## config.mk

```make
export PLATFORM = sky130hd
export DESIGN_NAME = battery_adc_average_to_percent_unit
export DESIGN_NICKNAME = d
export VERILOG_FILES = /design/src/rtl/core/bapct_pkg.sv /design/src/rtl/core/bapct_front.sv /design/src/rtl/core/bapct_fifo.sv /design/src/rtl/core/bapct_back.sv /design/src/rtl/core/battery_adc_average_to_percent_unit.sv
export SDC_FILE = /design/constraint.sdc
export NUM_CORES = 1
export LEC_CHECK = 0
export BUFFER_PORTS_ARGS = -buffer_cell sky130_fd_sc_hd__buf_2
export CORE_MARGIN = 2
export CORE_UTILIZATION = 40
export DETAILED_ROUTE_END_ITERATION = 10
export MAX_ROUTING_LAYER = met4
export PLACE_DENSITY = 0.59
export SETUP_SLACK_MARGIN = 0.2
export SLEW_MARGIN = 40
export SYNTH_ARGS = -nofsm -noshare
export SYNTH_HDL_FRONTEND = slang
export SYNTH_SLANG_ARGS = --single-unit
```

## constraint.sdc

```tcl
create_clock -name clk_i -period 7.5 [get_ports clk_i]
set_clock_uncertainty 0.05 [all_clocks]
set_input_delay 1.5 -clock clk_i [delete_from_list [all_inputs] [get_ports clk_i]]
set_output_delay 1.5 -clock clk_i [all_outputs]
set_load 0.01 [all_outputs]
```

## src/rtl/core/bapct_pkg.sv

```systemverilog
// Shared widths and conversion constants for the battery percent unit.
package bapct_pkg;

  localparam int unsigned SMP_W = 12;
  localparam int unsigned SUM_W = 15;
  localparam int unsigned CNT_W = 3;
  localparam int unsigned MV_W  = 13;
  localparam int unsigned PCT_W = 7;

  // Group average: sum * ceil(2^AVG_K / SAMPLES) >> AVG_K.
  localparam int unsigned AVG_K = 18;

  // Millivolts: floor(avg * 625 / 384) = floor(floor(avg * 625 / 128) / 3).
  localparam int unsigned PROD_W   = 22;
  localparam int unsigned MV_NUM   = 625;
  localparam int unsigned MV_SHIFT = 7;
  localparam int unsigned DIV3_K   = 17;
  localparam int unsigned DIV3_M   = 43691;

  // Percent curve break points.
  localparam int unsigned MV_FULL      = 4100;
  localparam int unsigned MV_KNEE      = 3335;
  localparam int unsigned MV_EMPTY     = 2900;
  localparam int unsigned KNEE_PERCENT = 15;
  localparam int unsigned FULL_PERCENT = 100;
  localparam int unsigned MV_MAX       = 6665;

  // Division by 9 and 29 of the small segment offsets.
  localparam int unsigned SEG_K   = 14;
  localparam int unsigned DIV9_M  = 1821;
  localparam int unsigned DIV29_M = 565;
  localparam int unsigned HI_W    = 10;
  localparam int unsigned LO_W    = 9;

endpackage

```

## src/rtl/core/bapct_front.sv

```systemverilog
// Sample accumulator: sums each group and hands the finished sum on.
module bapct_front
  import bapct_pkg::*;
#(
  parameter int unsigned SAMPLES = 6
) (
  input  logic             clk_i,
  input  logic             rst_ni,
  input  logic             in_valid_i,
  output logic             in_ready_o,
  input  logic [SMP_W-1:0] sample_i,
  input  logic             q_full_i,
  output logic             push_o,
  output logic [SUM_W-1:0] push_sum_o
);

  logic [SUM_W-1:0] sum_q, sum_d;
  logic [CNT_W-1:0] cnt_q, cnt_d;
  logic             last;
  logic             accept;

  assign last       = (cnt_q == CNT_W'(SAMPLES - 1));
  // Stall only the beat that closes a group, and only while the queue is full.
  assign in_ready_o = !(last && q_full_i);
  assign accept     = in_valid_i && in_ready_o;
  assign push_sum_o = SUM_W'(sum_q + SUM_W'(sample_i));
  assign push_o     = accept && last;

  always_comb begin
    sum_d = sum_q;
    cnt_d = cnt_q;
    if (accept) begin
      if (last) begin
        sum_d = '0;
        cnt_d = '0;
      end else begin
        sum_d = push_sum_o;
        cnt_d = CNT_W'(cnt_q + 1'b1);
      end
    end
  end

  always_ff @(posedge clk_i or negedge rst_ni) begin
    if (!rst_ni) begin
      sum_q <= '0;
      cnt_q <= '0;
    end else begin
      sum_q <= sum_d;
      cnt_q <= cnt_d;
    end
  end

endmodule

```

## src/rtl/core/bapct_fifo.sv

```systemverilog
// Two-entry queue carrying group sums from the accumulator to the converter.
module bapct_fifo
  import bapct_pkg::*;
(
  input  logic             clk_i,
  input  logic             rst_ni,
  input  logic             push_i,
  input  logic [SUM_W-1:0] push_data_i,
  output logic             full_o,
  input  logic             pop_i,
  output logic             valid_o,
  output logic [SUM_W-1:0] data_o
);

  logic [SUM_W-1:0] mem_q [2];
  logic             wr_q, wr_d;
  logic             rd_q, rd_d;
  logic [1:0]       cnt_q, cnt_d;
  logic             do_push;
  logic             do_pop;

  assign full_o  = (cnt_q == 2'd2);
  assign valid_o = (cnt_q != 2'd0);
  assign data_o  = mem_q[rd_q];
  assign do_push = push_i && !full_o;
  assign do_pop  = pop_i && valid_o;

  always_comb begin
    wr_d  = do_push ? !wr_q : wr_q;
    rd_d  = do_pop ? !rd_q : rd_q;
    cnt_d = cnt_q;
    if (do_push && !do_pop) begin
      cnt_d = 2'(cnt_q + 1'b1);
    end else if (do_pop && !do_push) begin
      cnt_d = 2'(cnt_q - 1'b1);
    end
  end

  always_ff @(posedge clk_i) begin
    if (do_push) begin
      mem_q[wr_q] <= push_data_i;
    end
  end

  always_ff @(posedge clk_i or negedge rst_ni) begin
    if (!rst_ni) begin
      wr_q  <= 1'b0;
      rd_q  <= 1'b0;
      cnt_q <= '0;
    end else begin
      wr_q  <= wr_d;
      rd_q  <= rd_d;
      cnt_q <= cnt_d;
    end
  end

endmodule

```

## src/rtl/core/bapct_back.sv

```systemverilog
// Conversion pipeline: average, millivolts and charge percent in four stages.
module bapct_back
  import bapct_pkg::*;
#(
  parameter int unsigned SAMPLES = 6
) (
  input  logic             clk_i,
  input  logic             rst_ni,
  input  logic             q_valid_i,
  input  logic [SUM_W-1:0] q_data_i,
  output logic             pop_o,
  output logic             out_valid_o,
  input  logic             out_ready_i,
  output logic [MV_W-1:0]  millivolts_o,
  output logic [PCT_W-1:0] percent_o
);

  localparam int unsigned AvgM   = ((1 << AVG_K) + SAMPLES - 1) / SAMPLES;
  localparam int unsigned AvgMW  = AVG_K + 1;
  localparam int unsigned AvgPW  = SUM_W + AvgMW;
  localparam int unsigned QW     = PROD_W - MV_SHIFT;
  localparam int unsigned D3PW   = 32;
  localparam int unsigned HiPW   = 21;
  localparam int unsigned LoPW   = 19;

  logic [3:0]         v_q, v_d;
  logic               adv;

  logic [AvgPW-1:0]   avg_prod;
  logic [SMP_W-1:0]   avg_q;
  logic [PROD_W-1:0]  prod_q, prod_d;
  logic [QW-1:0]      q_val;
  logic [D3PW-1:0]    d3_prod;
  logic [MV_W-1:0]    mv_q;
  logic [MV_W-1:0]    mv_out_q;
  logic [PCT_W-1:0]   pct_q, pct_d;
  logic [HI_W-1:0]    hi_off;
  logic [LO_W-1:0]    lo_off;
  logic [HiPW-1:0]    hi_prod;
  logic [LoPW-1:0]    lo_prod;

  // Advance the whole pipeline unless the output beat is held.
  assign adv   = !v_q[3] || out_ready_i;
  assign pop_o = adv && q_valid_i;
  assign v_d   = {v_q[2:0], q_valid_i};

  assign avg_prod = AvgPW'(q_data_i) * AvgPW'(AvgM);
  assign prod_d   = PROD_W'(avg_q) * PROD_W'(MV_NUM);
  assign q_val    = prod_q[PROD_W-1:MV_SHIFT];
  assign d3_prod  = D3PW'(q_val) * D3PW'(DIV3_M);

  assign hi_off  = HI_W'(mv_q - MV_W'(MV_KNEE));
  assign lo_off  = LO_W'(mv_q - MV_W'(MV_EMPTY));
  assign hi_prod = HiPW'(hi_off) * HiPW'(DIV9_M);
  assign lo_prod = LoPW'(lo_off) * LoPW'(DIV29_M);

  always_comb begin
    if (mv_q >= MV_W'(MV_FULL)) begin
      pct_d = PCT_W'(FULL_PERCENT);
    end else if (mv_q >= MV_W'(MV_KNEE)) begin
      pct_d = PCT_W'(PCT_W'(KNEE_PERCENT) + PCT_W'(hi_prod[HiPW-1:SEG_K]));
    end else if (mv_q >= MV_W'(MV_EMPTY)) begin
      pct_d = PCT_W'(lo_prod[LoPW-1:SEG_K]);
    end else begin
      pct_d = '0;
    end
  end

  always_ff @(posedge clk_i) begin
    if (adv) begin
      avg_q    <= avg_prod[AVG_K +: SMP_W];
      prod_q   <= prod_d;
      mv_q     <= d3_prod[DIV3_K +: MV_W];
      mv_out_q <= mv_q;
      pct_q    <= pct_d;
    end
  end

  always_ff @(posedge clk_i or negedge rst_ni) begin
    if (!rst_ni) begin
      v_q <= '0;
    end else if (adv) begin
      v_q <= v_d;
    end
  end

  assign out_valid_o  = v_q[3];
  assign millivolts_o = mv_out_q;
  assign percent_o    = pct_q;

endmodule

```

## src/rtl/core/battery_adc_average_to_percent_unit.sv

```systemverilog
// Battery ADC averaging unit: top level joining accumulator, queue and converter.
//
// Input channel: one 12-bit ADC sample per beat on sample_i (in_valid_i/in_ready_o).
// Every SAMPLES beats the group sum is averaged with truncation, turned into
// millivolts as floor(avg*625/384) and mapped to a charge percent; one result
// beat carries millivolts_o and percent_o (out_valid_o/out_ready_i). Other
// input beats give no result.
// Throughput: one sample per cycle while in_ready_o is high; one result per
// cycle at most, set by the four-stage converter that advances every cycle the
// output is free. The sum of a group is written into the queue when the beat
// that closes it is taken, then passes the avg, prod, mv and pct registers.
// Stall: the output holds while out_ready_i is low and the converter freezes;
// two group sums queue behind it, after which only a group-closing beat is
// refused, so samples keep flowing in the meantime.
// Reset: the running sum, the sample count, the queue and all stage valids clear.
module battery_adc_average_to_percent_unit
  import bapct_pkg::*;
#(
  parameter int unsigned SAMPLES = 6
) (
  input  logic             clk_i,
  input  logic             rst_ni,
  input  logic             in_valid_i,
  output logic             in_ready_o,
  input  logic [SMP_W-1:0] sample_i,
  output logic             out_valid_o,
  input  logic             out_ready_i,
  output logic [MV_W-1:0]  millivolts_o,
  output logic [PCT_W-1:0] percent_o
);

  logic             q_full;
  logic             push;
  logic [SUM_W-1:0] push_sum;
  logic             pop;
  logic             q_valid;
  logic [SUM_W-1:0] q_data;

  bapct_front #(
    .SAMPLES(SAMPLES)
  ) u_front (
    .clk_i     (clk_i),
    .rst_ni    (rst_ni),
    .in_valid_i(in_valid_i),
    .in_ready_o(in_ready_o),
    .sample_i  (sample_i),
    .q_full_i  (q_full),
    .push_o    (push),
    .push_sum_o(push_sum)
  );

  bapct_fifo u_fifo (
    .clk_i      (clk_i),
    .rst_ni     (rst_ni),
    .push_i     (push),
    .push_data_i(push_sum),
    .full_o     (q_full),
    .pop_i      (pop),
    .valid_o    (q_valid),
    .data_o     (q_data)
  );

  bapct_back #(
    .SAMPLES(SAMPLES)
  ) u_back (
    .clk_i       (clk_i),
    .rst_ni      (rst_ni),
    .q_valid_i   (q_valid),
    .q_data_i    (q_data),
    .pop_o       (pop),
    .out_valid_o (out_valid_o),
    .out_ready_i (out_ready_i),
    .millivolts_o(millivolts_o),
    .percent_o   (percent_o)
  );

`ifndef SYNTH
  a_no_push_full: assert property (@(posedge clk_i) disable iff (!rst_ni)
    push |-> !q_full)
    else $error("group sum pushed into a full queue");

  a_pct_range: assert property (@(posedge clk_i) disable iff (!rst_ni)
    out_valid_o |-> (percent_o <= PCT_W'(FULL_PERCENT)) && (millivolts_o <= MV_W'(MV_MAX)))
    else $error("result out of range");

  a_pct_full: assert property (@(posedge clk_i) disable iff (!rst_ni)
    out_valid_o && (millivolts_o >= MV_W'(MV_FULL)) |-> percent_o == PCT_W'(FULL_PERCENT))
    else $error("full charge not reported as full percent");

  a_pct_empty: assert property (@(posedge clk_i) disable iff (!rst_ni)
    out_valid_o && (millivolts_o < MV_W'(MV_EMPTY)) |-> percent_o == '0)
    else $error("empty battery reported with charge");
`endif

endmodule
```

# == Yosys cells after proc, flatten, opt, wreduce, memory -nomap -nowiden ==
# Memory sizes are Yosys's and may differ from the RTL's.
# Index checks and enable logic that the tools add are counted.
# totals
ff_bits,93
mem_bits_rw,30
n_memories,1
inputBits,16
word_cells,55
# op_classes
n_mux,8
n_eq_ne,2
addsub,7
n_lt_le_gt_ge,3
reduce_logical,18
multipliers,5
# memory_table
name,depth,word_bits,read_ports,rd_clocked_by_memory_dff,wr,line,rtl
u_fifo.mem_q,2,15,1,0,1,bapct_fifo.sv:15,logic [SUM_W-1:0] mem_q [2];
# ops
cell,n
multiplier 15 x 16 -> 30 bit (second input constant),2
>= comparator 13 x 12 -> 1 bit (second input constant),2
multiplier 12 x 10 -> 22 bit (second input constant),1
multiplier 10 x 11 -> 21 bit (second input constant),1
multiplier 9 x 10 -> 19 bit (second input constant),1
adder 15 x 12 -> 15 bit,1
2-to-1 mux 15 bit,1
>= comparator 13 bit (second input constant),1
subtractor 10 x 9 -> 10 bit (second input constant),1
subtractor 9 bit (second input constant),1
logical AND 1 bit,8
adder 4 x 7 -> 7 bit (first input constant),1
logical NOT 1 bit,7
2-to-1 mux 7 bit,1
2-to-1 mux 5 bit,1
2-to-1 mux 2 bit,2
nonzero test 2 bit,2
adder 3 x 1 -> 3 bit (second input constant),1
equality test 3 bit (second input constant),1
2-to-1 mux 3 bit,1
adder 2 x 1 -> 2 bit (second input constant),1
equality test 2 bit (second input constant),1
2-to-1 mux 1 bit,2
subtractor 2 x 1 -> 2 bit (second input constant),1
logical OR 1 bit,1

# == Logic depth before layout (Yosys ltp) ==
# depth
ltp_word,10
depth_mapped,26
ltp_nobuf,26

# == Cells and area by module ==
# A second synthesis with hierarchy kept.
# hier_totals
cells_unflattened,1574
hier_area_um2,16867.4
# by_module_without_submodules
module,area_each_um2,seq_area_each_um2,instances,cells_each
bapct_back,14251.2,1901.8,1,1372
bapct_fifo,1335.0,1001.0,1,66
bapct_front,1281.2,450.4,1,136

# == Worst setup path before layout ==
# Ideal clock, no wire load.
# synth_timing
kind,flip-flop to flip-flop
from,reg u_back.mv_q[0]
to,"reg u_back.pct_q[6], in the netlist u_back.percent_o[6], data pin"
period_less_slack_ps,6438
slack_ps,1062
t_arrival_ps,6133
path_stages_with_launch,24
n_path_buf,0
setup_time_ps,254
cell_sequence,edfxtp_1 ha_1 a21oi_1 nor3b_1 xor2_1 fa_1 ha_1 inv_1 fa_1 inv_1 fa_1 inv_1 fa_1 inv_1 ha_1 a21oi_1 o211ai_1 a211o_1 a221o_2 a221o_1 a21oi_2 xnor2_1 xnor2_1 a21o_1
# synth_via
elab_chain_cells,4
word_cells_on_any_way,6
cone_classes,add/sub: 2; mul: 1; order compare: 2; mux: 1
# synth_lines
element,line,rtl
start: declaration,bapct_back.sv:34,logic [MV_W-1:0] mv_q;
start signal: assignment,bapct_back.sv:73,mv_q <= d3_prod[DIV3_K +: MV_W];
subtractor 10 x 9 -> 10 bit,bapct_back.sv:52,assign hi_off = HI_W'(mv_q - MV_W'(MV_KNEE));
multiplier 10 x 11 -> 21 bit,bapct_back.sv:54,assign hi_prod = HiPW'(hi_off) * HiPW'(DIV9_M);
adder 4 x 7 -> 7 bit,bapct_back.sv:61,pct_d = PCT_W'(PCT_W'(KNEE_PERCENT) + PCT_W'(hi_prod[HiPW-1:SEG_K]));
2-to-1 mux 7 bit,bapct_back.sv:60,end else if (mv_q >= MV_W'(MV_KNEE)) begin
end signal: assignment,bapct_back.sv:75,pct_q <= pct_d;
end: declaration,bapct_back.sv:36,"logic [PCT_W-1:0] pct_q, pct_d;"
# Several ways; a longest one is shown, not always the timed one.
# A chain may end at the register's enable or synchronous reset.

# == Worst setup path after layout ==
# layout_timing
from,reg u_back.mv_q[2]
to,"reg u_back.pct_q[4], in the netlist u_back.percent_o[4], data pin"
# layout_via
elab_chain_cells,4
word_cells_on_any_way,10
cone_classes,add/sub: 3; mul: 2; order compare: 3; mux: 2
# layout_lines
element,line
subtractor 10 x 9 -> 10 bit / subtractor 9 bit (equally long branches),"bapct_back.sv:52, bapct_back.sv:53"
multiplier 10 x 11 -> 21 bit / multiplier 9 x 10 -> 19 bit (equally long branches),"bapct_back.sv:54, bapct_back.sv:55"
adder 4 x 7 -> 7 bit / 2-to-1 mux 5 bit (equally long branches),"bapct_back.sv:61, bapct_back.sv:62"
2-to-1 mux 7 bit,bapct_back.sv:60
# Several ways; a longest one is shown, not always the timed one.

==> impl_results.md <==
* Initial antenna violation count at 0
* Via count at between 10,000 and 15,000
* Avg Inst Size Synth at between 10 and 15 sq um
* H-tree Lvls at 4
* TritonCTS clock tree: yes
* Worst EP arrival at 6970 ps
* Largest buffer count on any clock path at 2
* Most frequent cells in the layout: 388 x ha_1, 377 x inv_1, 188 x fa_1, 90 x edfxtp_1, 55 x a21oi_1
* Antenna cells at 0
* Ys async rst share at 22.4%
* Placer Congestion at 0.909
* First-pass GRT wire length at 55.3 mm
* Num rows at 74
* Worst slew pin tran at 770 ps
* Area growth syn-to-layout at 8.34%
* Critical Path Max Stage Delay at 530 ps
* Setup crit end kind: flop
* Post-synth cell types at roughly 70
* Worst-Skew Late Latency at 440 ps
* Wire per inst at 14.5 um
* Nature of the critical path startpoint: flop
* EDFF count, synth at 90
* CTS root buf: clkbuf_16
* Peak Freq at about 0.15 GHz
* Worst Hold Class: reg -> reg
* Most common cell after layout, fill and taps aside: ha_1
* Number of global-route vias before repair at 11,646
* Crit share post-route at 91.6%
* Setup_tns at 0 ps
* Final setup violating endpoints at 0
* Final Core Density at 44.1%
* Max-slew violation count at 0
* Ys flop type: edfxtp_1
* Worst-path cell chain: ha_1, a21oi_1, nor3b_1, xor2_2, fa_1, ha_1, inv_1, fa_1, inv_1, fa_1, inv_1, fa_1, inv_1, ha_1, a21oi_1, o211ai_1, a221o_2, a211oi_1, or2_2, ha_1, nand3b_1, xor2_1, a32oi_1, nor2_1
* Routed Antenna Nets at 0
* Mapped Nets at 2,165
* Fillers at 3,891
* All-Layer GR Usage at 16.1%
* Worst path slowest cell: edfxtp_1
* Largest net degree at the start of global routing at 38
* Die ar. at 43,400 sq um
* Clock Pin Slew Worst Setup and Hold Paths at 50 ps
* CTS sink count at about 120
* Layout cells sized above 1 at 6.36%
* Height of the chip at 208 um
* Initial DRC Count at 445
* Sequential area share after synthesis at between 20% and 30%
* Final wirelength at 31.4 mm
* Num ports at 38
* DRC at 0
* Core Box Area at about 40,000 sq um
* Synthesized area at 16,700 sq um
* Maxcap violations at 0
* Vias per inst at 4.94
* Post-CTS Hold Buffers at 0
* Critical Path RT at 7600 ps
* Port-buffer cells at 37
* RSZ-0062 raised after global routing: no
* Outcome: complete, no violations
* Horiz. Die Dim at between 200 and 250 um
* #FFs+latches synth at between 100 and 150
* Synthesized instance count at approximately 1,600
* Crit Path Max Fanout at 8
* Syn. warnings at 0
* Crit path kind: reg -> reg
* Final Hold Vio Count at 0
* Slew headroom at 48.0%
* 1st-pass router iterations at 4
* Tmin final at approximately 7000 ps
* Initial Util at 40.8%
* Total grt overflow at 0
* Final Net Count at 2,215
* Placed Cells at ~2,100
* TritonCTS Buffers at 17
* DP HPWL at 27.0 mm
* Final non-filler cell total at 2,168
## metrics by stage
step	cell area, sq um	setup WS, ps	hold slack [ps]
detailed placement	17600	673	398
global route	18100	267	443
global placement	17600	769	392
finish	18100	632	411
CTS	18100	634	420
floorplan	16700	1060	374
## cells by family (layout without fill, tap and decap cells)
kind of cell / count (synthesis) / count (layout) / synth area share (%)
compound gates: 204 / 204 / 8.14
buf+inv: 388 / 451 / 8.72
xor+xnor: 82 / 82 / 4.30
fa+ha+maj: 576 / 576 / 51.6
simple gates: 190 / 190 / 6.11
mux: 17 / 17 / 1.12
flops: 116 / 116 / 20.1
## area by class of cell
cell class                 instances  area [sq um]  area share, %
clock inverter                     9          53.8          0.297
inverter                         378          1420           7.84
multi-input combinational       1069         11900           65.8
clock buffer                      23           468           2.58
tap                              532           666           3.68
timing repair buffer              41           228           1.26
sequential                       116          3350           18.5
## flip-flops by register name, indices dropped and copies added, names as in the netlist
name / count
u_fifo.cnt_q: 2
u_back.prod_q: 15
u_back.millivolts_o: 13
u_front.cnt_q: 3
u_fifo.rd_q: 1
u_back.avg_q: 12
u_back.mv_q: 13
u_back.v_q: 4
u_front.sum_q: 15
u_fifo.wr_q: 1
u_fifo.mem_q: 30
u_back.percent_o: 7
## path summary, 6_finish.rpt
kind                                startpoint  slack, ps  depth (start not counted)                  end
worst max-delay path            u_back.mv_q[2]        630                         24  u_back.percent_o[4]
max in group asynchronous               rst_ni       5950                          1    u_front.sum_q[12]
min in group asynchronous               rst_ni       1030                          1     u_front.sum_q[0]
worst max register to register  u_back.mv_q[2]        630                         24  u_back.percent_o[4]
worst min-delay path             u_back.v_q[2]        410                          1        u_back.v_q[3]
worst min register to register   u_back.v_q[2]        410                          1        u_back.v_q[3]
## synthesized netlist by cell type (all sizes together) (8+ instances only)
cell type / number / area share, %
nand3: 24 / 0.72
o21bai: 10 / 0.45
nor3: 14 / 0.45
xor2: 31 / 1.6
and3: 9 / 0.34
xnor2: 51 / 2.7
a21oi: 56 / 1.7
dfrtp: 26 / 3.9
nand2: 26 / 0.58
a211oi: 9 / 0.40
nor2b: 13 / 0.49
a22o: 11 / 0.58
mux2: 13 / 0.88
ha: 388 / 29
o21a: 9 / 0.40
a21o: 25 / 1.1
inv: 378 / 8.5
nor2: 42 / 0.94
fa: 188 / 23
nand2b: 10 / 0.37
edfxtp: 90 / 16
clkbuf: 8 / 0.18
o21ai: 40 / 1.2
## worst max-delay path: cells and delay by family, from the launching register on
kind	cells	cell delay, ps
xor+xnor	2	490
flops	1	530
buf+inv	4	200
fa+ha+maj	8	3050
simple gates	4	720
compound gates	6	1540
## metal layers
metal	share of wire, %	global-route usage [%]	up-vias
li1	-	-	5363
met1	47	20.3	5195
met2	48	27.1	118
met3	3.1	2.55	26
met4	1.4	4.02	0
met5	0	-	-
## timing repair
action	CTS	global route
resized for setup	0	1
buffers inserted	0	0
endpoints found under the setup margin	0	2
Power is left out: the tool's default activity adds up to more than one toggle a clock period on the data nets, which glitch-free logic cannot reach.
